### src/rtl/core/utra_pkg.sv
// Shared types, constants and helpers for the unsigned-to-radix ASCII converter.
`default_nettype none

package utra_pkg;

  localparam int InWidth      = 64;
  localparam int RadixWidth   = 5;
  localparam int CharWidth    = 8;
  localparam int CfgIdxWidth  = 2;
  localparam int CfgDataWidth = 5;

  localparam logic [RadixWidth-1:0] RadixReset = 5'd10;
  localparam logic [RadixWidth-1:0] RadixMin   = 5'd2;
  localparam logic [RadixWidth-1:0] RadixMax   = 5'd16;

  localparam logic [CharWidth-1:0] CharZero   = 8'h30;
  localparam logic [CharWidth-1:0] CharLowerA = 8'h61;
  localparam logic [CharWidth-1:0] CharUpperA = 8'h41;

  typedef enum logic [CfgIdxWidth-1:0] {
    CfgRadix = 2'd0,
    CfgUpper = 2'd1
  } cfg_reg_e;

  typedef struct packed {
    logic [RadixWidth-1:0] radix;
    logic                  upper;
  } cfg_t;

  typedef struct packed {
    logic [CharWidth-1:0] character;
    logic                 last;
  } out_item_t;

  function automatic logic [CharWidth-1:0] digit_char(input logic [3:0] digit,
                                                      input logic       upper);
    logic [CharWidth-1:0] base;
    if (digit < 4'd10) begin
      base = CharZero;
    end else if (upper) begin
      base = CharUpperA - 8'd10;
    end else begin
      base = CharLowerA - 8'd10;
    end
    return base + {4'b0000, digit};
  endfunction

endpackage

`default_nettype wire

### src/rtl/core/utra_ram.sv
// Generic single-write, single-read RAM with registered read data.
`default_nettype none

module utra_ram #(
  parameter int WIDTH = 4,
  parameter int DEPTH = 64
) (
  input  wire logic                     clk_i,
  input  wire logic                     we_i,
  input  wire logic [$clog2(DEPTH)-1:0] waddr_i,
  input  wire logic [WIDTH-1:0]         wdata_i,
  input  wire logic                     re_i,
  input  wire logic [$clog2(DEPTH)-1:0] raddr_i,
  output logic      [WIDTH-1:0]         rdata_o
);

  logic [WIDTH-1:0] mem_q [DEPTH];

  always_ff @(posedge clk_i) begin
    if (we_i) begin
      mem_q[waddr_i] <= wdata_i;
    end
    if (re_i) begin
      rdata_o <= mem_q[raddr_i];
    end
  end

endmodule

`default_nettype wire

### src/rtl/core/utra_fifo.sv
// Small register-based FIFO with occupancy count.
`default_nettype none

module utra_fifo #(
  parameter int WIDTH = 8,
  parameter int DEPTH = 2
) (
  input  wire logic                       clk_i,
  input  wire logic                       rst_ni,
  input  wire logic                       push_i,
  input  wire logic [WIDTH-1:0]           data_i,
  output logic                            full_o,
  input  wire logic                       pop_i,
  output logic      [WIDTH-1:0]           data_o,
  output logic                            empty_o,
  output logic      [$clog2(DEPTH+1)-1:0] count_o
);

  localparam int PW = $clog2(DEPTH);
  localparam int CW = $clog2(DEPTH + 1);

  logic [WIDTH-1:0] mem_q [DEPTH];
  logic [PW-1:0]    wr_q, wr_d, rd_q, rd_d;
  logic [CW-1:0]    cnt_q, cnt_d;
  logic             do_push, do_pop;

  assign full_o  = (cnt_q == CW'(DEPTH));
  assign empty_o = (cnt_q == '0);
  assign count_o = cnt_q;
  assign data_o  = mem_q[rd_q];

  assign do_push = push_i && !full_o;
  assign do_pop  = pop_i && !empty_o;

  always_comb begin
    wr_d  = wr_q;
    rd_d  = rd_q;
    if (do_push) begin
      wr_d = (wr_q == PW'(DEPTH - 1)) ? '0 : wr_q + 1'b1;
    end
    if (do_pop) begin
      rd_d = (rd_q == PW'(DEPTH - 1)) ? '0 : rd_q + 1'b1;
    end
    cnt_d = cnt_q + CW'(do_push) - CW'(do_pop);
  end

  always_ff @(posedge clk_i or negedge rst_ni) begin
    if (!rst_ni) begin
      wr_q  <= '0;
      rd_q  <= '0;
      cnt_q <= '0;
    end else begin
      wr_q  <= wr_d;
      rd_q  <= rd_d;
      cnt_q <= cnt_d;
    end
  end

  always_ff @(posedge clk_i) begin
    if (do_push) begin
      mem_q[wr_q] <= data_i;
    end
  end

endmodule

`default_nettype wire

### src/rtl/core/utra_front.sv
// Front end: masks and classifies input beats, queues them for the back end.
`default_nettype none

module utra_front #(
  parameter int VALUE_WIDTH = 64
) (
  input  wire logic                       clk_i,
  input  wire logic                       rst_ni,
  input  wire logic                       push_i,
  input  wire logic [utra_pkg::InWidth-1:0] value_i,
  output logic                            full_o,
  input  wire logic                       work_pop_i,
  output logic                            work_valid_o,
  output logic      [VALUE_WIDTH:0]       work_o
);

  logic [VALUE_WIDTH-1:0] masked;
  logic                   is_zero;
  logic                   work_empty;
  logic [1:0]             work_cnt;

  assign masked  = value_i[VALUE_WIDTH-1:0];
  assign is_zero = ~|masked;

  // queue item: {is_zero, masked value}
  utra_fifo #(
    .WIDTH (VALUE_WIDTH + 1),
    .DEPTH (2)
  ) u_work_q (
    .clk_i   (clk_i),
    .rst_ni  (rst_ni),
    .push_i  (push_i),
    .data_i  ({is_zero, masked}),
    .full_o  (full_o),
    .pop_i   (work_pop_i),
    .data_o  (work_o),
    .empty_o (work_empty),
    .count_o (work_cnt)
  );

  assign work_valid_o = !work_empty && (work_cnt != 2'd0);

endmodule

`default_nettype wire

### src/rtl/core/utra_back.sv
// Back end: bit-serial radix divider, digit RAM and most-significant-first readout.
`default_nettype none

module utra_back #(
  parameter int VALUE_WIDTH = 64,
  parameter int OUT_DEPTH   = 4
) (
  input  wire logic                           clk_i,
  input  wire logic                           rst_ni,
  input  wire utra_pkg::cfg_t                 cfg_i,
  input  wire logic                           work_valid_i,
  input  wire logic [VALUE_WIDTH:0]           work_i,
  output logic                                work_pop_o,
  input  wire logic [$clog2(OUT_DEPTH+1)-1:0] out_count_i,
  output logic                                out_push_o,
  output utra_pkg::out_item_t                 out_item_o
);

  localparam int AW = $clog2(VALUE_WIDTH);
  localparam int BW = $clog2(VALUE_WIDTH);
  localparam int CW = $clog2(OUT_DEPTH + 1);

  typedef enum logic [2:0] {
    BkIdle = 3'b001,
    BkDiv  = 3'b010,
    BkEmit = 3'b100
  } back_state_e;

  back_state_e                       state_q, state_d;
  logic [VALUE_WIDTH-1:0]            quo_q, quo_d;
  logic [3:0]                        rem_q, rem_d;
  logic [BW-1:0]                     bit_q, bit_d;
  logic [utra_pkg::RadixWidth-1:0]   rad_q, rad_d;
  logic [AW-1:0]                     wa_q, wa_d;
  logic [AW-1:0]                     ra_q, ra_d;
  logic                              infl_q, infl_d;
  logic                              infl_last_q, infl_last_d;

  logic [4:0]             trial;
  logic                   ge;
  logic [3:0]             rem_n;
  logic [VALUE_WIDTH-1:0] quo_n;
  logic                   room;
  logic                   ram_we, ram_re;
  logic [AW-1:0]          ram_waddr;
  logic [3:0]             ram_wdata, ram_rdata;

  // one quotient bit per cycle
  assign trial = {rem_q, quo_q[VALUE_WIDTH-1]};
  assign ge    = (trial >= rad_q);
  assign rem_n = ge ? 4'(trial - rad_q) : trial[3:0];
  assign quo_n = {quo_q[VALUE_WIDTH-2:0], ge};

  // credit: reads in flight plus queued beats never exceed the output queue
  assign room = ((out_count_i + CW'(infl_q)) < CW'(OUT_DEPTH));

  always_comb begin
    state_d     = state_q;
    quo_d       = quo_q;
    rem_d       = rem_q;
    bit_d       = bit_q;
    rad_d       = rad_q;
    wa_d        = wa_q;
    ra_d        = ra_q;
    infl_d      = 1'b0;
    infl_last_d = infl_last_q;
    work_pop_o  = 1'b0;
    ram_we      = 1'b0;
    ram_waddr   = wa_q;
    ram_wdata   = rem_n;
    ram_re      = 1'b0;
    case (state_q)
      BkIdle: begin
        if (work_valid_i) begin
          work_pop_o = 1'b1;
          rad_d      = cfg_i.radix;
          if (work_i[VALUE_WIDTH]) begin
            ram_we    = 1'b1;
            ram_waddr = '0;
            ram_wdata = 4'd0;
            ra_d      = '0;
            state_d   = BkEmit;
          end else begin
            quo_d   = work_i[VALUE_WIDTH-1:0];
            rem_d   = 4'd0;
            bit_d   = BW'(VALUE_WIDTH - 1);
            wa_d    = '0;
            state_d = BkDiv;
          end
        end
      end
      BkDiv: begin
        quo_d = quo_n;
        rem_d = rem_n;
        bit_d = bit_q - 1'b1;
        if (bit_q == '0) begin
          ram_we = 1'b1;
          if (quo_n == '0) begin
            ra_d    = wa_q;
            state_d = BkEmit;
          end else begin
            wa_d  = wa_q + 1'b1;
            rem_d = 4'd0;
            bit_d = BW'(VALUE_WIDTH - 1);
          end
        end
      end
      BkEmit: begin
        if (room) begin
          ram_re      = 1'b1;
          infl_d      = 1'b1;
          infl_last_d = (ra_q == '0);
          ra_d        = ra_q - 1'b1;
          if (ra_q == '0) begin
            state_d = BkIdle;
          end
        end
      end
      default: begin
        state_d = BkIdle;
      end
    endcase
  end

  always_ff @(posedge clk_i or negedge rst_ni) begin
    if (!rst_ni) begin
      state_q <= BkIdle;
      infl_q  <= 1'b0;
    end else begin
      state_q <= state_d;
      infl_q  <= infl_d;
    end
  end

  always_ff @(posedge clk_i) begin
    quo_q       <= quo_d;
    rem_q       <= rem_d;
    bit_q       <= bit_d;
    rad_q       <= rad_d;
    wa_q        <= wa_d;
    ra_q        <= ra_d;
    infl_last_q <= infl_last_d;
  end

  utra_ram #(
    .WIDTH (4),
    .DEPTH (VALUE_WIDTH)
  ) u_digits (
    .clk_i   (clk_i),
    .we_i    (ram_we),
    .waddr_i (ram_waddr),
    .wdata_i (ram_wdata),
    .re_i    (ram_re),
    .raddr_i (ra_q),
    .rdata_o (ram_rdata)
  );

  assign out_push_o           = infl_q;
  assign out_item_o.character = utra_pkg::digit_char(ram_rdata, cfg_i.upper);
  assign out_item_o.last      = infl_last_q;

endmodule

`default_nettype wire

### src/rtl/core/unsigned_to_radix_ascii.sv
// Top level: unsigned value to ASCII digits in a configurable radix.
//
//   channel   direction  handshake             payload
//   input     in         push / full           value_i
//   result    out        empty / pop           character_o, last_o
//   config    in         cfg_we_i, cfg_idx_i   cfg_data_i
//
// A nonzero value is divided by the radix in the bit-serial divider, one
// division per digit, then its digits are read out of the digit RAM;
// zero skips the divider and writes a single zero digit.
// Reset clears control state only; the digit RAM needs no clearing pass.
// The input queue takes items while the back end works; a stalled pop
// holds the readout through the output queue credit.
`default_nettype none

module unsigned_to_radix_ascii #(
  parameter int VALUE_WIDTH = 64
) (
  input  wire logic                               clk_i,
  input  wire logic                               rst_ni,
  input  wire logic                               push,
  output logic                                    full,
  input  wire logic [utra_pkg::InWidth-1:0]       value_i,
  output logic                                    empty,
  input  wire logic                               pop,
  output logic      [utra_pkg::CharWidth-1:0]     character_o,
  output logic                                    last_o,
  input  wire logic                               cfg_we_i,
  input  wire logic [utra_pkg::CfgIdxWidth-1:0]   cfg_idx_i,
  input  wire logic [utra_pkg::CfgDataWidth-1:0]  cfg_data_i
);

  localparam int OutDepth = 4;
  localparam int OCW      = $clog2(OutDepth + 1);

  logic [utra_pkg::RadixWidth-1:0] radix_q, radix_d;
  logic                            upper_q, upper_d;
  utra_pkg::cfg_t                  cfg;
  logic                            work_valid, work_pop;
  logic [VALUE_WIDTH:0]            work;
  logic [OCW-1:0]                  out_count;
  logic                            out_push;
  utra_pkg::out_item_t             out_item, out_head;

  always_comb begin
    radix_d = radix_q;
    upper_d = upper_q;
    if (cfg_we_i) begin
      case (cfg_idx_i)
        utra_pkg::CfgRadix: begin
          if (cfg_data_i < utra_pkg::RadixMin) begin
            radix_d = utra_pkg::RadixMin;
          end else if (cfg_data_i > utra_pkg::RadixMax) begin
            radix_d = utra_pkg::RadixMax;
          end else begin
            radix_d = cfg_data_i;
          end
        end
        utra_pkg::CfgUpper: begin
          upper_d = cfg_data_i[0];
        end
        default: begin
        end
      endcase
    end
  end

  always_ff @(posedge clk_i or negedge rst_ni) begin
    if (!rst_ni) begin
      radix_q <= utra_pkg::RadixReset;
      upper_q <= 1'b0;
    end else begin
      radix_q <= radix_d;
      upper_q <= upper_d;
    end
  end

  assign cfg.radix = radix_q;
  assign cfg.upper = upper_q;

  utra_front #(
    .VALUE_WIDTH (VALUE_WIDTH)
  ) u_front (
    .clk_i        (clk_i),
    .rst_ni       (rst_ni),
    .push_i       (push),
    .value_i      (value_i),
    .full_o       (full),
    .work_pop_i   (work_pop),
    .work_valid_o (work_valid),
    .work_o       (work)
  );

  utra_back #(
    .VALUE_WIDTH (VALUE_WIDTH),
    .OUT_DEPTH   (OutDepth)
  ) u_back (
    .clk_i        (clk_i),
    .rst_ni       (rst_ni),
    .cfg_i        (cfg),
    .work_valid_i (work_valid),
    .work_i       (work),
    .work_pop_o   (work_pop),
    .out_count_i  (out_count),
    .out_push_o   (out_push),
    .out_item_o   (out_item)
  );

  utra_fifo #(
    .WIDTH ($bits(utra_pkg::out_item_t)),
    .DEPTH (OutDepth)
  ) u_out_q (
    .clk_i   (clk_i),
    .rst_ni  (rst_ni),
    .push_i  (out_push),
    .data_i  (out_item),
    .full_o  (),
    .pop_i   (pop),
    .data_o  (out_head),
    .empty_o (empty),
    .count_o (out_count)
  );

  assign character_o = out_head.character;
  assign last_o      = out_head.last;

endmodule

`default_nettype wire

### config.mk
export PLATFORM = sky130hd
export DESIGN_NAME = unsigned_to_radix_ascii
export DESIGN_NICKNAME = d
export VERILOG_FILES = /design/src/rtl/core/utra_pkg.sv /design/src/rtl/core/utra_ram.sv /design/src/rtl/core/utra_fifo.sv /design/src/rtl/core/utra_front.sv /design/src/rtl/core/utra_back.sv /design/src/rtl/core/unsigned_to_radix_ascii.sv
export SDC_FILE = /design/constraint.sdc
export NUM_CORES = 1
export LEC_CHECK = 0
export ABC_AREA = 1
export BUFFER_PORTS_ARGS = -buffer_cell sky130_fd_sc_hd__buf_4
export CAP_MARGIN = 30
export CELL_PAD_IN_SITES_DETAIL_PLACEMENT = 0
export CELL_PAD_IN_SITES_GLOBAL_PLACEMENT = 1
export CORE_MARGIN = 5
export CORE_UTILIZATION = 40
export CTS_BUF_LIST = sky130_fd_sc_hd__clkbuf_16
export DETAILED_ROUTE_END_ITERATION = 8
export PLACE_DENSITY = 0.63
export SKIP_CTS_REPAIR_TIMING = 1
export SYNTH_ARGS = -nofsm -noshare
export SYNTH_HDL_FRONTEND = slang
export SYNTH_HIERARCHICAL = 1
export SYNTH_SLANG_ARGS = --single-unit
### constraint.sdc
create_clock -name clk_i -period 4.3 [get_ports clk_i]
set_input_delay 0.86 -clock clk_i [delete_from_list [all_inputs] [get_ports clk_i]]
set_output_delay 0.86 -clock clk_i [all_outputs]
set_load 0.005 [all_outputs]
==> impl_metrics.yaml <==
pwr:
  combPwrFrac: 0.344
  power.sequential.fraction: 0.422
  switching_share: 0.376
  p_switching_uw: 7650
  p_clk_frac: 0.234
  power_density_mw_per_mm2: 768
  leakagePower_uw: 0.0104
  power_report.internal_total_uw: 12700
  ir_drop_worst_case_vdd_mv: 0.800
synthesis:
  syn-num-nets: 2259
  yosys_warnings: 6
  synthesis.area_per_instance_um2: 10.8
  syn_std_cell_area_mm2: 0.0234
  postSynthCellCount: 2160
layout:
  synthToLayoutAreaGrowth_pct: 13.2
  layout.cells.non_filler: 3054
  layout.cell_area.non_filler_mm2: 0.0265
  fin_nets: 2342
  fillers: 5406
  final_layout_size_suffix_gt1_frac: 0.110
  antenna_cells: 0
die:
  die_x_um: 252
  die_h_um: 252
  core-area_mm2: 0.0578
  start_util: 0.405
  number_of_standard_cell_rows_in_the_floorplan: 88
  ios: 87
  dieArea_mm2: 0.0634
global_routing:
  grt_max_degree: 88
  antenna_found_initial: 0
  global_route.overflow_total: 0
  first_global_vias: 15200
  first_pass_grt_wire_length_um: 83700
  global_route.usage.total: 0.166
timing:
  finalHoldViolCount: 0
  drv_slew: 0
  fmaxAchievable_mhz: 276
  min_period_over_period: 0.843
  fin_worst_skew_ns: 0.0148
  slew_headroom: 0.340
  post-route-min-period_ns: 3.62
  worstMarginPinSlew_ns: 0.981
  final.setup.tns_ns: 0
  finalSetupViolCount: 0
  grt_setup_unrepaired: "false"
setup_path:
  critPathCaptureType: "flop"
  worstReg2RegEnd: "u_back/u_digits/mem_q[6][3]"
  worst_r2r_startpoint: "u_front/u_work_q/count_o[1]"
  timing.reg2reg.setup_slack_ns: 0.68
  path_max_fanout: 10
  reg2regPathDepth: 11
  arrival_ns: 3.88
  crit_required_ns: 4.56
  cp.buffers_inverters: 4
  cp_common_cell: "sky130_fd_sc_hd__nor2_1"
  critPathKind: "reg2reg"
  critical_path.max_stage_delay_ns: 0.84
  critical_path.cell_chain: "inv_1, nand2_1, inv_1, nor2_1, inv_1, nor2_1, nand2_1, clkinv_1, nor2_1, nand4_1, nor2_1"
  critical-path-top-delay-family: "simple AND/OR/NAND/NOR gates"
  critical_path.startpoint_type: "flop"
  crit_path_top_delay_cell: "sky130_fd_sc_hd__nand4_1"
place:
  dpl_cell_area_mm2: 0.0247
  placed_cells: 2948
  dpl.hpwl_um: 33500
  gpl.final_weighted_congestion: 0.789
  port_buffers: 86
detailed_routing:
  drt-total-wl_um: 53000
  post-route-drc-count: 0
  via_count: 14900
  drt.antenna.violating_nets: 0
  drt-pass1-iter-count: 5
  vias_per_cell: 4.89
  dr.first_iter.drc_count: 881
  avgRoutedWirePerCell_um: 17.3
cts:
  worst_skew_pair.late_latency_ns: 0.61
  clk_pin_slew_ns: 0.06
  clock_sink_count: 539
  cts_tree: "built"
  clock_tree.htree_level_count: 2
  maximum_root_to_sink_buffer_count: 3
  cts_buffers: 58
  cts.root.buffer_cell: "sky130_fd_sc_hd__clkbuf_16"
outcome:
  outcome: "complete, no violations"
worst_hold_path:
  worst_hold_path_type: "in2async"
flow_run:
  maxCapViolCount: 0
[per-layer routing]
layer / global-route usage / share of wire / wire length (um)
met2: 0.287 / 0.49 / 26000
met5: 0 / 0 / 0
met3: 0.0262 / 0.048 / 2540
met1: 0.216 / 0.43 / 23000
met4: 0.0520 / 0.027 / 1430
[state kept, by name, indices dropped and copies added (netlist names), 6 cells and up]
register,cells
u_back/u_digits/mem_q,256
u_back/quo_q,64
u_out_q/mem_q,36
u_back/wa_q,6
u_front/u_work_q/mem_q,130
u_back/bit_q,6
u_back/ra_q,6
[cell usage in the layout (no fill, tap or decap), types with 4 or more instances in the layout]
master	instances
sky130_fd_sc_hd__a21oi_1	5
sky130_fd_sc_hd__buf_4	113
sky130_fd_sc_hd__bufinv_16	4
sky130_fd_sc_hd__clkbuf_16	61
sky130_fd_sc_hd__clkinv_1	15
sky130_fd_sc_hd__clkinv_2	11
sky130_fd_sc_hd__dfrtp_1	17
sky130_fd_sc_hd__edfxtp_1	518
sky130_fd_sc_hd__ha_1	21
sky130_fd_sc_hd__inv_1	132
sky130_fd_sc_hd__inv_2	11
sky130_fd_sc_hd__nand2_1	832
sky130_fd_sc_hd__nand2_2	12
sky130_fd_sc_hd__nand3_1	242
sky130_fd_sc_hd__nand4_1	15
sky130_fd_sc_hd__nor2_1	171
sky130_fd_sc_hd__nor2_2	4
sky130_fd_sc_hd__nor2_4	5
sky130_fd_sc_hd__nor3_1	6
sky130_fd_sc_hd__nor4_1	9
sky130_fd_sc_hd__o211ai_1	9
sky130_fd_sc_hd__o211ai_2	10
sky130_fd_sc_hd__o21ai_0	19
sky130_fd_sc_hd__o21ai_1	6
sky130_fd_sc_hd__o22ai_1	4
[area by class of cell]
class,count,area [um2],area share
sequential,539,16100,0.607
timing repair buffer,116,916,0.0346
clock buffer,61,1530,0.0576
inverter,132,497,0.0188
multi-input combinational,1396,6200,0.234
clock inverter,45,303,0.0114
tap,765,957,0.0361
[through the flow]
step,total power [uW],hold slack (ns),util,worst slack [ns]
after floorplan,13300,0.425,-,0.151
after global placement,15800,0.455,0.426,0.773
after detailed placement,15900,0.471,0.427,0.680
after CTS,20700,0.103,0.458,0.678
after global routing,21700,0.117,0.458,0.367
final,20300,0.140,0.458,0.677
[power groups by stage]
stage          registers (uW)  logic [uW]  clock network, uW
6_report                 8580        7000               4750
5_1_grt                  8670        7910               5140
4_1_cts                  8590        7200               4900
3_5_place_dp             8690        7180                  0
3_3_place_gp             8670        7100                  0
2_1_floorplan            8630        4710                  0
[how the worst max path moves through the flow]
stage | startpoint | to | slack (ns) | depth (start not counted)
after floorplan | push | u_front/u_work_q/mem_q[1][0] | 0.15 | 2
after global placement | u_front/u_work_q/count_o[1] | u_back/u_digits/mem_q[13][0] | 0.77 | 11
after detailed placement | u_front/u_work_q/count_o[1] | u_back/u_digits/mem_q[5][1] | 0.68 | 11
after CTS | u_front/u_work_q/count_o[1] | u_back/u_digits/mem_q[29][0] | 0.68 | 11
after global routing | u_front/u_work_q/count_o[1] | u_back/u_digits/mem_q[37][1] | 0.37 | 11
final | u_front/u_work_q/count_o[1] | u_back/u_digits/mem_q[6][3] | 0.68 | 11
Note: power is estimated with default switching activity, not from simulation.
